==> config.mk <==
export PLATFORM = sky130hd
export DESIGN_NAME = cgm_locate
export DESIGN_NICKNAME = d
export VERILOG_FILES = /design/src/design/cgm_pkg.sv /design/src/design/cgm_locate.sv
export SDC_FILE = /design/constraint.sdc
export NUM_CORES = 1
export LEC_CHECK = 0
export BUFFER_PORTS_ARGS = -buffer_cell sky130_fd_sc_hd__buf_4
export CAP_MARGIN = 20
export CORE_MARGIN = 10
export CORE_UTILIZATION = 35
export DETAILED_ROUTE_END_ITERATION = 6
export SETUP_SLACK_MARGIN = 0.2
export SLEW_MARGIN = 20
export SYNTH_ARGS = -nofsm -noshare
export SYNTH_HDL_FRONTEND = slang
export SYNTH_SLANG_ARGS = --single-unit
==> constraint.sdc <==
create_clock -name clk -period 5.05 [get_ports clk]
set_clock_uncertainty 0.15 [all_clocks]
set_input_delay 0.7575 -clock clk [delete_from_list [all_inputs] [get_ports clk]]
set_output_delay 0.7575 -clock clk [all_outputs]
set_load 0.1 [all_outputs]
==> src/design/cgm_pkg.sv <==
// shared types and constants for the colour gradient map
`default_nettype none
package cgm_pkg;

  localparam int DEF_MAX_STOPS  = 4;
  localparam int DEF_VALUE_BITS = 16;

  localparam int STOP_REGS  = 4;
  localparam int CHANNELS   = 4;
  localparam int CH_W       = 8;
  localparam int POS_W      = 16;
  localparam int COLOR_W    = CHANNELS * CH_W;
  localparam int NUM_W      = CH_W + POS_W;
  localparam int DIV_STEPS  = CH_W;
  localparam int CNT_W      = 3;
  localparam int CFG_IDX_W  = 3;
  localparam int CFG_DATA_W = POS_W + COLOR_W;
  localparam int OUT_W      = COLOR_W;

  localparam logic [CNT_W-1:0] CNT_RESET = 3'd2;

  // configuration register indexes
  localparam logic [CFG_IDX_W-1:0] REG_STOP_COUNT   = 3'd0;
  localparam logic [CFG_IDX_W-1:0] REG_STOP_ENTRY_0 = 3'd1;

  typedef struct packed {
    logic [POS_W-1:0]   pos;
    logic [COLOR_W-1:0] color;
  } stop_t;

  // interpolation request: lo/hi colours, span d, offset n, and d - n
  typedef struct packed {
    logic [COLOR_W-1:0] lo_color;
    logic [COLOR_W-1:0] hi_color;
    logic [POS_W-1:0]   d;
    logic [POS_W-1:0]   n;
    logic [POS_W-1:0]   dmn;
  } blend_req_t;

  // per-channel numerators sharing one divisor
  typedef struct packed {
    logic [CHANNELS-1:0][NUM_W-1:0] num;
    logic [POS_W-1:0]               d;
  } div_req_t;

  function automatic stop_t stop_reset(input int k);
    stop_t s;
    s = '0;
    case (k)
      0: s = '{pos: 16'h0000, color: 32'h0000_00FF};
      1: s = '{pos: 16'h7FFF, color: 32'hFFFF_FFFF};
      default: s = '0;
    endcase
    return s;
  endfunction

  function automatic logic [CH_W-1:0] chan_of(input logic [COLOR_W-1:0] color, input int c);
    return color[COLOR_W-1-CH_W*c -: CH_W];
  endfunction

endpackage
`default_nettype wire

==> src/design/cgm_locate.sv <==
// stop search and span set-up, two pipeline stages
`default_nettype none
module cgm_locate #(
  parameter int MAX_STOPS  = cgm_pkg::DEF_MAX_STOPS,
  parameter int VALUE_BITS = cgm_pkg::DEF_VALUE_BITS,
  localparam int SLOTS = (MAX_STOPS < cgm_pkg::STOP_REGS) ? MAX_STOPS : cgm_pkg::STOP_REGS
) (
  input  wire logic                          clk,
  input  wire logic                          rst_n,
  input  wire logic                          adv_i,
  input  wire logic                          vld_i,
  input  wire logic [VALUE_BITS-1:0]         sample_i,
  input  wire logic                          missing_i,
  input  cgm_pkg::stop_t                     stops_i [SLOTS],
  input  wire logic [cgm_pkg::CNT_W-1:0]     count_i,
  output logic                               vld_o,
  output cgm_pkg::blend_req_t                req_o
);

  localparam int VW = ((VALUE_BITS > cgm_pkg::POS_W) ? VALUE_BITS : cgm_pkg::POS_W) + 1;
  localparam int IW = $clog2(SLOTS);

  // stage 1: compare against every stop, pick the first at or above
  logic signed [VW-1:0] v_nxt;
  logic [SLOTS-1:0]     hit;
  logic [IW-1:0]        idx;
  logic                 any_hit;
  logic                 flat_nxt;
  logic [IW-1:0]        hi_idx_nxt;

  logic                 s1_vld_r;
  logic                 s1_miss_r;
  logic                 s1_flat_r;
  logic [IW-1:0]        s1_hi_idx_r;
  logic signed [VW-1:0] s1_v_r;

  always_comb begin
    v_nxt = VW'($signed(sample_i));
    for (int k = 0; k < SLOTS; k++) begin
      hit[k] = (cgm_pkg::CNT_W'(k) < count_i) &&
               (VW'($signed(stops_i[k].pos)) >= v_nxt);
    end
    idx = '0;
    for (int k = SLOTS - 1; k >= 0; k--) begin
      if (hit[k]) begin
        idx = IW'(k);
      end
    end
    any_hit    = |hit;
    flat_nxt   = missing_i || !any_hit || (idx == '0);
    hi_idx_nxt = any_hit ? idx : IW'(count_i - cgm_pkg::CNT_W'(1));
  end

  always_ff @(posedge clk) begin
    if (!rst_n) begin
      s1_vld_r <= 1'b0;
    end else if (adv_i) begin
      s1_vld_r <= vld_i;
    end
  end

  always_ff @(posedge clk) begin
    if (adv_i) begin
      s1_miss_r   <= missing_i;
      s1_flat_r   <= flat_nxt;
      s1_hi_idx_r <= hi_idx_nxt;
      s1_v_r      <= v_nxt;
    end
  end

  // stage 2: fetch the pair and form span and offsets
  logic [IW-1:0]        lo_idx;
  cgm_pkg::stop_t       e_hi;
  cgm_pkg::stop_t       e_lo;
  logic signed [VW-1:0] p_hi;
  logic signed [VW-1:0] p_lo;
  logic [VW-1:0]        d_full;
  logic [VW-1:0]        n_full;
  logic [VW-1:0]        dmn_full;
  cgm_pkg::blend_req_t  req_nxt;

  logic                 s2_vld_r;
  cgm_pkg::blend_req_t  s2_req_r;

  always_comb begin
    lo_idx   = (s1_hi_idx_r == '0) ? '0 : s1_hi_idx_r - IW'(1);
    e_hi     = stops_i[s1_hi_idx_r];
    e_lo     = stops_i[lo_idx];
    p_hi     = VW'($signed(e_hi.pos));
    p_lo     = VW'($signed(e_lo.pos));
    d_full   = VW'(p_hi - p_lo);
    n_full   = VW'(s1_v_r - p_lo);
    dmn_full = VW'(p_hi - s1_v_r);
    if (s1_flat_r) begin
      // plain colour: divide it by one
      req_nxt.lo_color = s1_miss_r ? '1 : e_hi.color;
      req_nxt.hi_color = '0;
      req_nxt.d        = cgm_pkg::POS_W'(1);
      req_nxt.n        = '0;
      req_nxt.dmn      = cgm_pkg::POS_W'(1);
    end else begin
      req_nxt.lo_color = e_lo.color;
      req_nxt.hi_color = e_hi.color;
      req_nxt.d        = d_full[cgm_pkg::POS_W-1:0];
      req_nxt.n        = n_full[cgm_pkg::POS_W-1:0];
      req_nxt.dmn      = dmn_full[cgm_pkg::POS_W-1:0];
    end
  end

  always_ff @(posedge clk) begin
    if (!rst_n) begin
      s2_vld_r <= 1'b0;
    end else if (adv_i) begin
      s2_vld_r <= s1_vld_r;
    end
  end

  always_ff @(posedge clk) begin
    if (adv_i) begin
      s2_req_r <= req_nxt;
    end
  end

  assign vld_o = s2_vld_r;
  assign req_o = s2_req_r;

`ifndef NO_ASSERTIONS
  a_span_ok: assert property (@(posedge clk) disable iff (!rst_n)
    s2_vld_r |-> (s2_req_r.d != '0) && (s2_req_r.n <= s2_req_r.d) &&
                 (32'(s2_req_r.n) + 32'(s2_req_r.dmn) == 32'(s2_req_r.d)))
    else $error("span set-up out of range");
`endif

endmodule
`default_nettype wire

Word-level counts from Yosys, hierarchy flattened

Index checks and enable logic that the tools add are counted.

Add/subtract/negate cells: 5
Order comparisons: 10
Muxes and demuxes: 14
Bitwise operators: 2
Reductions and logical operators: 10

Operators by type and width:

| kind                                                       | count |
|---|---|
| binary-select mux 48 bit (select 2 bit)                    | 2 |
| 2-to-1 mux 48 bit                                          | 4 |
| 2-to-1 mux 112 bit                                         | 1 |
| >= comparator 16 bit                                       | 4 |
| subtractor 16 bit                                          | 3 |
| 2-to-1 mux 32 bit                                          | 1 |
| 2-to-1 mux 2 bit                                           | 6 |
| >= comparator 3 bit (second input constant)                | 2 |
| less-than comparator 1 x 3 -> 1 bit (first input constant) | 2 |
| less-than comparator 2 x 3 -> 1 bit (first input constant) | 2 |
| NOT 2 -> 3 bit                                             | 2 |
| logical AND 1 bit                                          | 4 |
| zero test 2 bit                                            | 2 |
| OR reduction 4 bit                                         | 1 |
| subtractor 2 x 1 -> 2 bit (second input constant)          | 2 |
| logical OR 1 bit                                           | 2 |
| zero test 1 bit                                            | 1 |

Flip-flop bits (word level): 134
Bits of input ports: 216
Output and inout bits: 113
Word-level logic and storage cells: 52

Logic depth before layout (Yosys ltp)

Gate-level depths: netlist of run 1.

Word-level depth: 8
Depth in mapped cells: 17
Mapped depth without buffers: 13

Worst setup path before layout of run 1

No wires, ideal clock.

Kind: flip-flop to flip-flop
Start point: reg s1_hi_idx_r[1]
End point: reg s2_req_r (netlist bit req_o[12]), data pin
Setup time: 266 ps
Arrival: 3584 ps
Data required time: 4634 ps
Path slack: 1050 ps
Stages on the path, launching flop included: 17
Path buffers: 3
Clock period less this slack: 4000 ps
Path through: edfxtp_1 > clkbuf_1 > buf_2 > clkbuf_1 > mux4_2 > inv_1 > ha_1 > inv_1 > fa_1 > a21o_1 > a311o_1 > a31o_1 > a21oi_2 > o21bai_2 > a21oi_2 > xor2_1 > nor2_1

Word-level cells in the longest chain between the ends: 5

RTL lines:

| what                                                 | RTL line          | RTL |
|---|---|---|
| start: declaration                                   | cgm_locate.sv:34  | `logic [IW-1:0] s1_hi_idx_r;` |
| start signal: assignment                             | cgm_locate.sv:66  | `s1_hi_idx_r <= hi_idx_nxt;` |
| NOT 2 -> 3 bit (implied by the code)                 | cgm_locate.sv:87  | `e_hi = stops_i[s1_hi_idx_r];` |
| binary-select mux 48 bit (select 2 bit)              | cgm_locate.sv:87  |  |
| 2-to-1 mux 48 bit (implied by the code) (2 in a row) | cgm_locate.sv:87  |  |
| subtractor 16 bit                                    | cgm_locate.sv:93  | `dmn_full = VW'(p_hi - s1_v_r);` |
| end signal: assignment                               | cgm_locate.sv:120 | `s2_req_r <= req_nxt;` |
| end: declaration                                     | cgm_locate.sv:83  | `cgm_pkg::blend_req_t s2_req_r;` |

No other way between the ends. The select of a mux whose other input is x is not followed.
A chain may end at the register's enable or synchronous reset.

Worst setup path in the final report of run 1

Start point: reg s1_hi_idx_r[1]
End point: reg s2_req_r (netlist bit req_o[47]), data pin

Word-level cells in the longest chain between the ends: 7
Elaborated cells between the ends (all ways): 12
Classes of those cells: 2 x add/sub; 7 x mux; 2 x bitwise; 1 x reduce/logical

RTL lines:

| what                                                         | RTL line         | RTL |
|---|---|---|
| subtractor 2 x 1 -> 2 bit or zero test 2 bit (tied branches) | cgm_locate.sv:86 | `lo_idx = (s1_hi_idx_r == '0) ? '0 : s1_hi_idx_r - IW'(1);` |
| 2-to-1 mux 2 bit                                             | cgm_locate.sv:86 |  |
| NOT 2 -> 3 bit (implied by the code)                         | cgm_locate.sv:88 | `e_lo = stops_i[lo_idx];` |
| binary-select mux 48 bit (select 2 bit)                      | cgm_locate.sv:88 |  |
| 2-to-1 mux 48 bit (implied by the code) (2 in a row)         | cgm_locate.sv:88 |  |
| subtractor 16 bit *                                          | cgm_locate.sv:91 | `d_full = VW'(p_hi - p_lo);` |

Every way passes the cells marked *; elsewhere a longest branch is shown, timed or not. The select of a mux whose other input is x is not followed.

==> results.md, run 1 <==
* Outcome: finished clean
* Core area at between 20,000 and 30,000 sq um
* Via density at approximately 5.4
* Yosys cell types at between 50 and 60
* Syn. warnings at 0
* Synthesized area at 10,500 sq um
* TritonCTS buffer count at 17
* Max_slew headroom at ~33%
* Setup crit end kind: flip-flop
* Synth Flop Type: edfxtp_1
* F_max at around 0.24 GHz
* Post-Synthesis Cells at between 900 and 1,000
* VDD IR max at between 0.2 and 0.25 mV
* Setup_tns at 0 ns
* Post_cts resized at 0
* Crit path max fanout at 25
* Hold Path Class: input port to flip-flop
* PwrDens at about 450 nW/um^2
* Post-synth EDFFs at roughly 130
* Crit share post-route at between 80 and 90%
* Seq/Total Area, Yosys at between 30% and 40%
* Final wirelength at 36,300 um
* Number of diodes at 0
* Leakage at 0.00611 uW
* Pin count of the biggest net entering global routing at approximately 100
* Gp weighted congestion at approximately 0.9
* Clock Latency Late Sink at about 0.42 ns
* Vias in the first global route at ~9,000
* TritonCTS clock tree: done
* Layout cells sized above 1 at 33.0%
* WP data arrival at 4.15 ns
* Area growth, synth to finish at 33.4%
* Fin cells at between 1,500 and 2,000
* RSZ-0062 raised after global routing: false
* Rows at 63
* Clock transition at path regs at 0.07 ns
* Post-synth net total at approximately 1,300
* # DRC at 0
* H-tree Lvls at 4
* First-pass GRT wire length at roughly 53,000 um
* Bufs on Longest Clock Path at 2
* Worst path required time at 5.08 ns
* Syn Area/Cell at between 10 and 15 sq um
* Kind of critical path: flip-flop to flip-flop
* WL per Instance at 21.5 um
* Total track usage at 18.6%
* Clock root buffer: clkbuf_16
* CP startpoint kind: flip-flop
* DP HPWL at between 20,000 and 30,000 um
* Top post-synthesis cells by area: edfxtp_1 38%, ha_1 13%, mux4_2 10%, mux2i_1 4.7%, a21oi_1 3.8%
* FF+latch count, synth at approximately 130
* Dpl ws at around 0.94 ns
* DR iter-0 viols at around 700
* Top cell type's share of synthesized area at 37.9%
* Hold_buf cts at 0
* ANT nets after route at 0
* Clock Sinks at approximately 130
* I/O Buffers at around 330
* Final hold viol count at 0
* Congestion Overflow GR at 0
* Router iterations before antenna repair at 5
* Post-CTS Setup Repair Bufs at 0
* Initial Utilization at between 30% and 40%
* Final setup vio count at 0
* Antenna violations before repair at 0
* Slew @ Worst Pin at between 1 and 1.5 ns
* Via Count at around 9,000
* Final Max Slew Viols at 0
* Overall die width at 193 um
* Die Y at approximately 190 um
* Post-layout worst setup margin at 0.928 ns
* Fin nets at between 1,500 and 2,000
* Synth async-reset ratio at 0%
* IO Count at 329
* DIE AREA at 37,200 sq um
* DP Cell Count at around 1,700
* Leading area contributor after synthesis: edfxtp_1
* Tmin final at a little over 4 ns
* Total of max-cap violations at 0
==> state kept, by name, indices dropped and copies added (netlist names) <==
signal / cells
s1_miss_r: 1
req_o: 112
s1_v_r: 16
s1_hi_idx_r: 2
s1_flat_r: 1
s1_vld_r: 1
vld_o: 1
==> Yosys cell counts, drive strengths merged, types with 3 or more instances <==
cell type	number
edfxtp	132
ha	109
nor2	96
a21oi	82
mux2i	49
o21ai	49
inv	48
mux4	48
nor2b	48
nand2	42
o22a	32
clkbuf	27
nor3	25
xor2	20
xnor2	19
a21o	18
buf	15
o21a	15
nand2b	10
nand3	10
nand4	7
a2111oi	5
nor4	5
o21bai	5
a211oi	4
or3	4
a31oi	3
and2	3
fa	3
mux2	3
o211ai	3
o22ai	3
==> power by group <==
part	switching (uW)	internal (uW)
clock	549	839
combinational	2250	1080
sequential	68.2	1480
total	2860	3390
==> routing by layer <==
layer | vias up | track usage, % | wire length, um | part of all wire [%]
met2 | 304 | 30.0 | 17600 | 49
met5 | - | 0 | 0 | 0
met1 | 4359 | 24.7 | 15700 | 43
met4 | 0 | 5.33 | 685 | 1.9
met3 | 42 | 4.15 | 2300 | 6.3
li1 | 4328 | - | - | -
==> worst max-delay path, stage by stage (launching register included) <==
cell	delay (ns)
edfxtp_1	0.72
buf_4	0.34
buf_4	0.34
mux4_2	0.58
ha_1	0.37
a2111o_1	0.42
or3_1	0.33
o21ai_1	0.21
o21ai_0	0.13
mux2_2	0.28
==> path summary, 6_finish.rpt <==
path             startpoint    endpoint  slack (ns)  depth (start not counted)
max          s1_hi_idx_r[1]   req_o[47]        0.93                          9
min reg2reg        s1_vld_r    s1_vld_r        0.37                          2
min            sample_i[15]  s1_v_r[15]        0.37                          1
max reg2reg  s1_hi_idx_r[1]   req_o[47]        0.93                          9
==> logic make-up after synthesis <==
| kind of cell | count (synthesis) | share of synthesized area, % |
|---|---|---|
| buffers and inverters | 90 | 3.37 |
| adder cells (fa/ha/maj) | 112 | 13.6 |
| multiplexers | 100 | 15.3 |
| AND/OR/NAND/NOR | 258 | 11.8 |
| AO/OA/AOI/OAI | 234 | 14.4 |
| XOR/XNOR | 39 | 3.26 |
| flip-flops | 134 | 38.2 |
==> through the flow <==
stage,total power [uW],hold slack [ns],area [sq um],utilization [%]
global route,6580,0.351,14000,47.3
floorplan,4060,0.332,10500,-
detailed placement,4890,0.369,13300,45.1
finish,6260,0.367,14000,47.3
global placement,4870,0.345,13300,45.1
CTS,6300,0.343,14000,47.3
==> final cells by class <==
class                      count  area, sq um
clock inverter                13          196
tap                          390          488
multi-input combinational    743         6110
sequential                   134         4000
fill                        2797        15600
timing repair buffer         340         2560
inverter                      48          180
clock buffer                  19          433
==> layout by cell type, fill, tap and decap left out, drive strengths merged, types with 7 or more instances in the layout <==
cell type,n
buf,340
o21ai,49
nor2,96
ha,109
nand4,7
mux4,48
xor2,20
o21a,15
mux2i,49
nand2b,10
inv,53
nand3,10
nor3,25
nor2b,48
o22a,32
clkbuf,19
edfxtp,132
nand2,42
a21o,18
a21oi,82
xnor2,19
Power figures use the tool's default switching activity.
==> run 2: changes to the inputs <==
Clock period 5.05 ns to 3.5 ns, I/O delays scaled along.
==> results.md, run 2 (same netlist as run 1, synthesis figures left out) <==
* Worst reg-to-reg path cell count at 12 (+3)
* CP Buf/Inv Count at 2 (unchanged)
* H-tree Lvls at 4 (unchanged)
* Int Power at 5200 uW (+53%)
* Max reg flops at 112 (unchanged)
* Layout cells sized above 1 at 40.4% (+7.4 points)
* DIE AREA at 37,200 sq um (unchanged)
* Number of diodes at 0 (unchanged)
* Hold EP: s1_v_r[14]
* Area growth, synth to finish at 42.4%
* Worst Hold Depth at 1 (unchanged)
* F_max at 0.288 GHz (+19%)
* Tmin final at 3.48 ns (-0.646 ns)
* Overall die width at 193 um (unchanged)
* VDD IR max at 0.299 mV (+42%)
* Worst path required time at 3.51 ns (-1.57 ns)
* Clock Sinks at 134 (unchanged)
* Hold_buf cts at 0 (unchanged)
* Via density at 5.22 (-2.4%)
* Worst reg2reg startpoint: s1_hi_idx_r[1]
* Die Y at 193 um (unchanged)
* Clock Latency Late Sink at 0.42 ns (about the same)
* Area of placed instances at 13,800 sq um (+3.4%)
* DR iter-0 viols at 542 (-22%)
* Slew @ Worst Pin at 0.789 ns (-0.218 ns)
* Final hold viol count at 0 (unchanged)
* Most used cell, CP: buf_12
* Most frequent cells in the layout: 397 x buf_4, 132 x edfxtp_1, 97 x ha_1
* Logic gate share of total power at 56.3% (+3.2 points)
* Pin count of the biggest net entering global routing at 63 (-36%)
* Core area at 29,600 sq um (unchanged)
* Hold Path Class: input port to flip-flop
* Fin nets at 1,681 (+4.3%)
* R2R Path End: req_o[14]
* TritonCTS buffer count at 17 (unchanged)
* DP HPWL at 30,500 um (+4.7%)
* IO Count at 329 (unchanged)
* Final Max Slew Viols at 0 (unchanged)
* Final wirelength at 37,700 um (+3.9%)
* # DRC at 0 (unchanged)
* Rows at 63 (unchanged)
* WL per Instance at 21.5 um (-0.23%)
* First-pass GRT wire length at 55,100 um (+3.4%)
* Switch share at 45.2% (-0.56 points)
* Leakage at 0.00652 uW (+6.6%)
* DR WL met2 at 18,500 um (+5.4%)
* CP top delay family: compound AO/OA/AOI/OAI gates
* TritonCTS clock tree: done
* Sequential power share at 23.5% (-1.2 points)
* CP Cell Sequence: buf_12, buf_12, mux4_2, ha_4, or3_1, a311o_1, a31o_1, a21oi_4, o21a_1, o21bai_1, xnor2_1, nor2_1
* R2R setup slack at 0.02 ns (-0.90 ns)
* RSZ-0062 raised after global routing: true
* Post-route cell area at 14,900 sq um (+6.7%)
* Setup crit end kind: flip-flop
* HP Start: sample_i[14]
* Crit path max fanout at 15 (-40%)
* CP max-delay cell: mux4_2
* Vias in the first global route at 9,356 (+4.4%)
* ANT nets after route at 0 (unchanged)
* Fillers at 2,736 (-2.2%)
* Total of max-cap violations at 0 (unchanged)
* Final setup vio count at 0 (unchanged)
* Crit share post-route at 99.3% (+18 points)
* Initial Utilization at 35.4% (unchanged)
* Clock transition at path regs at 0.06 ns (about the same)
* Outcome: finished clean
* I/O Buffers at 328 (unchanged)
* Gp weighted congestion at 0.881 (-4.0%)
* WP data arrival at 3.48 ns (-0.67 ns)
* Total track usage at 19.3% (+0.71 points)
* Switching power at 4300 uW (+50%)
* Router iterations before antenna repair at 5 (unchanged)
* Clk pwr share at 20.2% (-2.0 points)
* Core Util, Final at 50.4% (+3.2 points)
* Antenna violations before repair at 0 (unchanged)
* Max layer used: met4
* Congestion Overflow GR at 0 (unchanged)
* Most common cell after layout, fill and taps aside: buf_4
* Kind of critical path: flip-flop to flip-flop
* Clock root buffer: clkbuf_16
* Via Count at 9,174 (+1.6%)
* Crit path largest cell delay at 0.57 ns (-0.15 ns)
* Max_slew headroom at 47.4% (+15 points)
* DR WL met3 at 2070 um (-9.9%)
* M1 wire length at 16,200 um (+2.9%)
* CP startpoint kind: flip-flop
* Bufs on Longest Clock Path at 2 (unchanged)
* PwrDens at 637 nW/um^2 (+42%)
==> run 2: how the worst max path moves through the flow <==
| stage | to | from | slack [ns] | cells past startpoint |
|---|---|---|---|---|
| floorplan | req_o[12] | s1_hi_idx_r[1] | 0.12 | 16 |
| global placement | req_o[47] | stops_i[33] | -0.14 | 11 |
| detailed placement | req_o[47] | stops_i[33] | -0.14 | 11 |
| CTS | req_o[14] | s1_hi_idx_r[1] | 0.0001 | 12 |
| global route | req_o[14] | s1_hi_idx_r[0] | -0.12 | 13 |
| finish | req_o[14] | s1_hi_idx_r[1] | 0.02 | 12 |
==> run 2: power groups by stage <==
stage	Clock [uW]	Combinational, uW	Sequential (uW)
floorplan	0	2030	3890
global placement	0	4960	2270
detailed placement	0	5000	2270
CTS	1960	5160	2240
global route	2040	5700	2260
finish	1920	5350	2230
==> run 2: area by class of cell <==
| class | instances | area, sq um | area share [%] |
|---|---|---|---|
| clock buffers | 19 | 443 | 2.97 |
| well taps | 390 | 488 | 3.27 |
| inverters | 48 | 180 | 1.21 |
| clock inverters | 13 | 170 | 1.14 |
| repair buffers | 409 | 3160 | 21.2 |
| flip-flops and latches | 134 | 4000 | 26.9 |
| multi-input cells | 743 | 6450 | 43.3 |
==> run 2: per-stage QoR <==
stage	hold WS [ns]	TNS, ns	total power, uW	setup WS (ns)	std cells
global route	0.122	-0.517	10000	-0.122	1756
finish	0.142	0	9500	0.0242	1756
global placement	0.345	-0.388	7230	-0.144	1705
detailed placement	0.357	-0.533	7270	-0.140	1705
floorplan	0.332	0	5910	0.124	967
CTS	0.122	0	9360	0.0000966	1752
==> run 2: metal layers <==
layer	global-route usage, %	vias up
li1	-	4452
met1	24.7	4430
met2	31.9	257
met3	4.51	35
met4	6.01	0
met5	0	-
==> run 2: what timing repair did <==
action / in CTS / in global routing
buffers inserted: 15 / 4
pin swaps: 11 / 11
endpoints found under the setup margin: 20 / 22
gates resized for setup: 35 / 47
==> run 3: changes to the inputs <==
Settings changed: PLACE_DENSITY from default to 0.71, SETUP_SLACK_MARGIN 0.2 to default.
==> results.md, run 3 (same netlist as run 1, synthesis figures left out) <==
* CP startpoint kind: flip-flop
* WP data arrival at 3.51 ns (+0.03 ns)
* DR iter-0 viols at 877 (+62%)
* Crit path largest cell delay at 0.57 ns (about the same)
* Die Y at 193 um (unchanged)
* Number of diodes at 0 (unchanged)
* Fillers at 2,684 (-1.9%)
* F_max at 0.286 GHz (-0.51%)
* Crit share post-route at 99.8% (+0.51 points)
* CP top delay family: compound AO/OA/AOI/OAI gates
* Via Count at 9,376 (+2.2%)
* Multi-input logic area at 6180 sq um (-4.3%)
* DIE AREA at 37,200 sq um (unchanged)
* Area of placed instances at 13,800 sq um (unchanged)
* Overall die width at 193 um (unchanged)
* FF+latch area at 4000 sq um (unchanged)
* Most frequent cells in the layout: 385 x buf_4, 132 x edfxtp_1, 107 x ha_1
* First-pass GRT wire length at 55,600 um (+0.90%)
* VDD IR max at 0.224 mV (-25%)
* Worst reg2reg startpoint: s1_hi_idx_r[0]
* DP Cell Count at 1,707 (+0.12%)
* # DRC at 0 (unchanged)
* Bufs on Longest Clock Path at 2 (unchanged)
* Pin count of the biggest net entering global routing at 81 (+29%)
* Final hold viol count at 0 (unchanged)
* Final Max Slew Viols at 0 (unchanged)
* Congestion Overflow GR at 0 (unchanged)
* Gp weighted congestion at 0.957 (+8.7%)
* Total track usage at 19.5% (+0.12 points)
* Setup_tns at 0 ns (unchanged)
* CP Launch Point: s1_hi_idx_r[0]
* Clock transition at path regs at 0.07 ns (about the same)
* Max_slew headroom at 40.2% (-7.1 points)
* CP Buf/Inv Count at 2 (unchanged)
* CP Cell Sequence: mux4_2, inv_2, ha_4, inv_2, fa_2, a21o_1, a311o_1, a31o_1, a21oi_2, o21bai_2, a21oi_2, xor2_1, nor2_1
* Final setup vio count at 0 (unchanged)
* TritonCTS buffer count at 17 (unchanged)
* Clock Latency Late Sink at 0.43 ns (about the same)
* Core Util, Final at 48.9% (-1.5 points)
* Via density at 5.39 (+3.1%)
* Fin nets at 1,666 (-0.89%)
* Router iterations before antenna repair at 5 (unchanged)
* Slew @ Worst Pin at 0.897 ns (+0.107 ns)
* Max reg flops at 112 (unchanged)
* Post-route cell area at 14,400 sq um (-3.1%)
* Final wirelength at 37,900 um (+0.53%)
* Clock root buffer: clkbuf_16
* Crit path max fanout at 3 (-12)
* TritonCTS clock tree: done
* WL per Instance at 21.8 um (+1.5%)
* Outcome: finished clean
* Most common cell after layout, fill and taps aside: buf_4
* Total of max-cap violations at 0 (unchanged)
* RSZ-0062 raised after global routing: true
* Fin cells at 1,740 (-0.91%)
* H-tree Lvls at 4 (unchanged)
* Hold Path Class: input port to flip-flop
* PwrDens at 628 nW/um^2 (-1.5%)
* Core area at 29,600 sq um (unchanged)
* Initial Utilization at 35.4% (unchanged)
* HP Start: sample_i[11]
* IO Count at 329 (unchanged)
* Antenna violations before repair at 1 (+1)
* Vias in the first global route at 9,489 (+1.4%)
* DP HPWL at 30,600 um (+0.33%)
* Area growth, synth to finish at 38.0%
* Leakage at 0.00637 uW (-2.2%)
* I/O Buffers at 328 (unchanged)
* ANT nets after route at 0 (unchanged)
* Setup crit end kind: flip-flop
* Tmin final at 3.49 ns (+0.0178 ns)
* Worst path required time at 3.52 ns (about the same)
* Clock Sinks at 134 (unchanged)
* Rows at 63 (unchanged)
* CP max-delay cell: mux4_2
* Pwr Total at 9070 uW (-4.5%)
* Layout cells sized above 1 at 36.9% (-3.5 points)
* Hold_buf cts at 0 (unchanged)
* Kind of critical path: flip-flop to flip-flop
run 3: cell type report:
class | instances | area share (%)
Inverter | 48 | 1.25
Sequential cell | 134 | 27.7
Clock buffer | 17 | 2.94
Clock inverter | 14 | 0.875
Tap cell | 390 | 3.38
Timing Repair Buffer | 394 | 21.1
Multi-Input combinational cell | 743 | 42.8
run 3: report_power, final:
group	switching, uW	internal, uW	total, uW
combinational	3340	1750	5090
clock	777	980	1760
sequential	98.8	2130	2230
run 3: timing repair:
action / in CTS / in global routing
setup endpoints to repair: 6 / 17
cloned: 0 / 1
resized for setup: 4 / 18
pin swaps: 3 / 5
setup buffers: 0 / 1
run 3: final timing paths:
kind                              endpoint  slack [ns]  cells past startpoint
worst min register to register    s1_vld_r        0.38                      2
worst min-delay path            s1_v_r[11]        0.14                      1
worst max register to register   req_o[12]       0.006                     13
worst max-delay path             req_o[12]       0.006                     13
run 3: worst register-to-register path, cell delays in order (launching register included):
cell and delay [ns]:
edfxtp_1 0.41, mux4_2 0.57, inv_2 0.11, ha_4 0.14, inv_2 0.03, fa_2 0.33, a21o_1 0.21, a311o_1 0.36
a31o_1 0.23, a21oi_2 0.22, o21bai_2 0.11, a21oi_2 0.15, xor2_1 0.16, nor2_1 0.05
run 3: metal layers:
metal | track usage (%) | part of all wire, % | wire length [um] | up-vias
met5 | 0 | 0.034 | 13 | -
met4 | 5.56 | 2.1 | 799 | 2
met2 | 32.0 | 49 | 18500 | 348
met1 | 24.8 | 42 | 15900 | 4559
met3 | 5.00 | 7.1 | 2700 | 49
li1 | - | - | - | 4418
run 3: through the flow:
step                      worst slack [ns]  hold WS, ns
after floorplan                   0.000298        0.332
after global placement              -0.251        0.344
after detailed placement            -0.247        0.365
after CTS                          0.00695        0.119
after global routing                -0.170        0.120
final                              0.00633        0.136
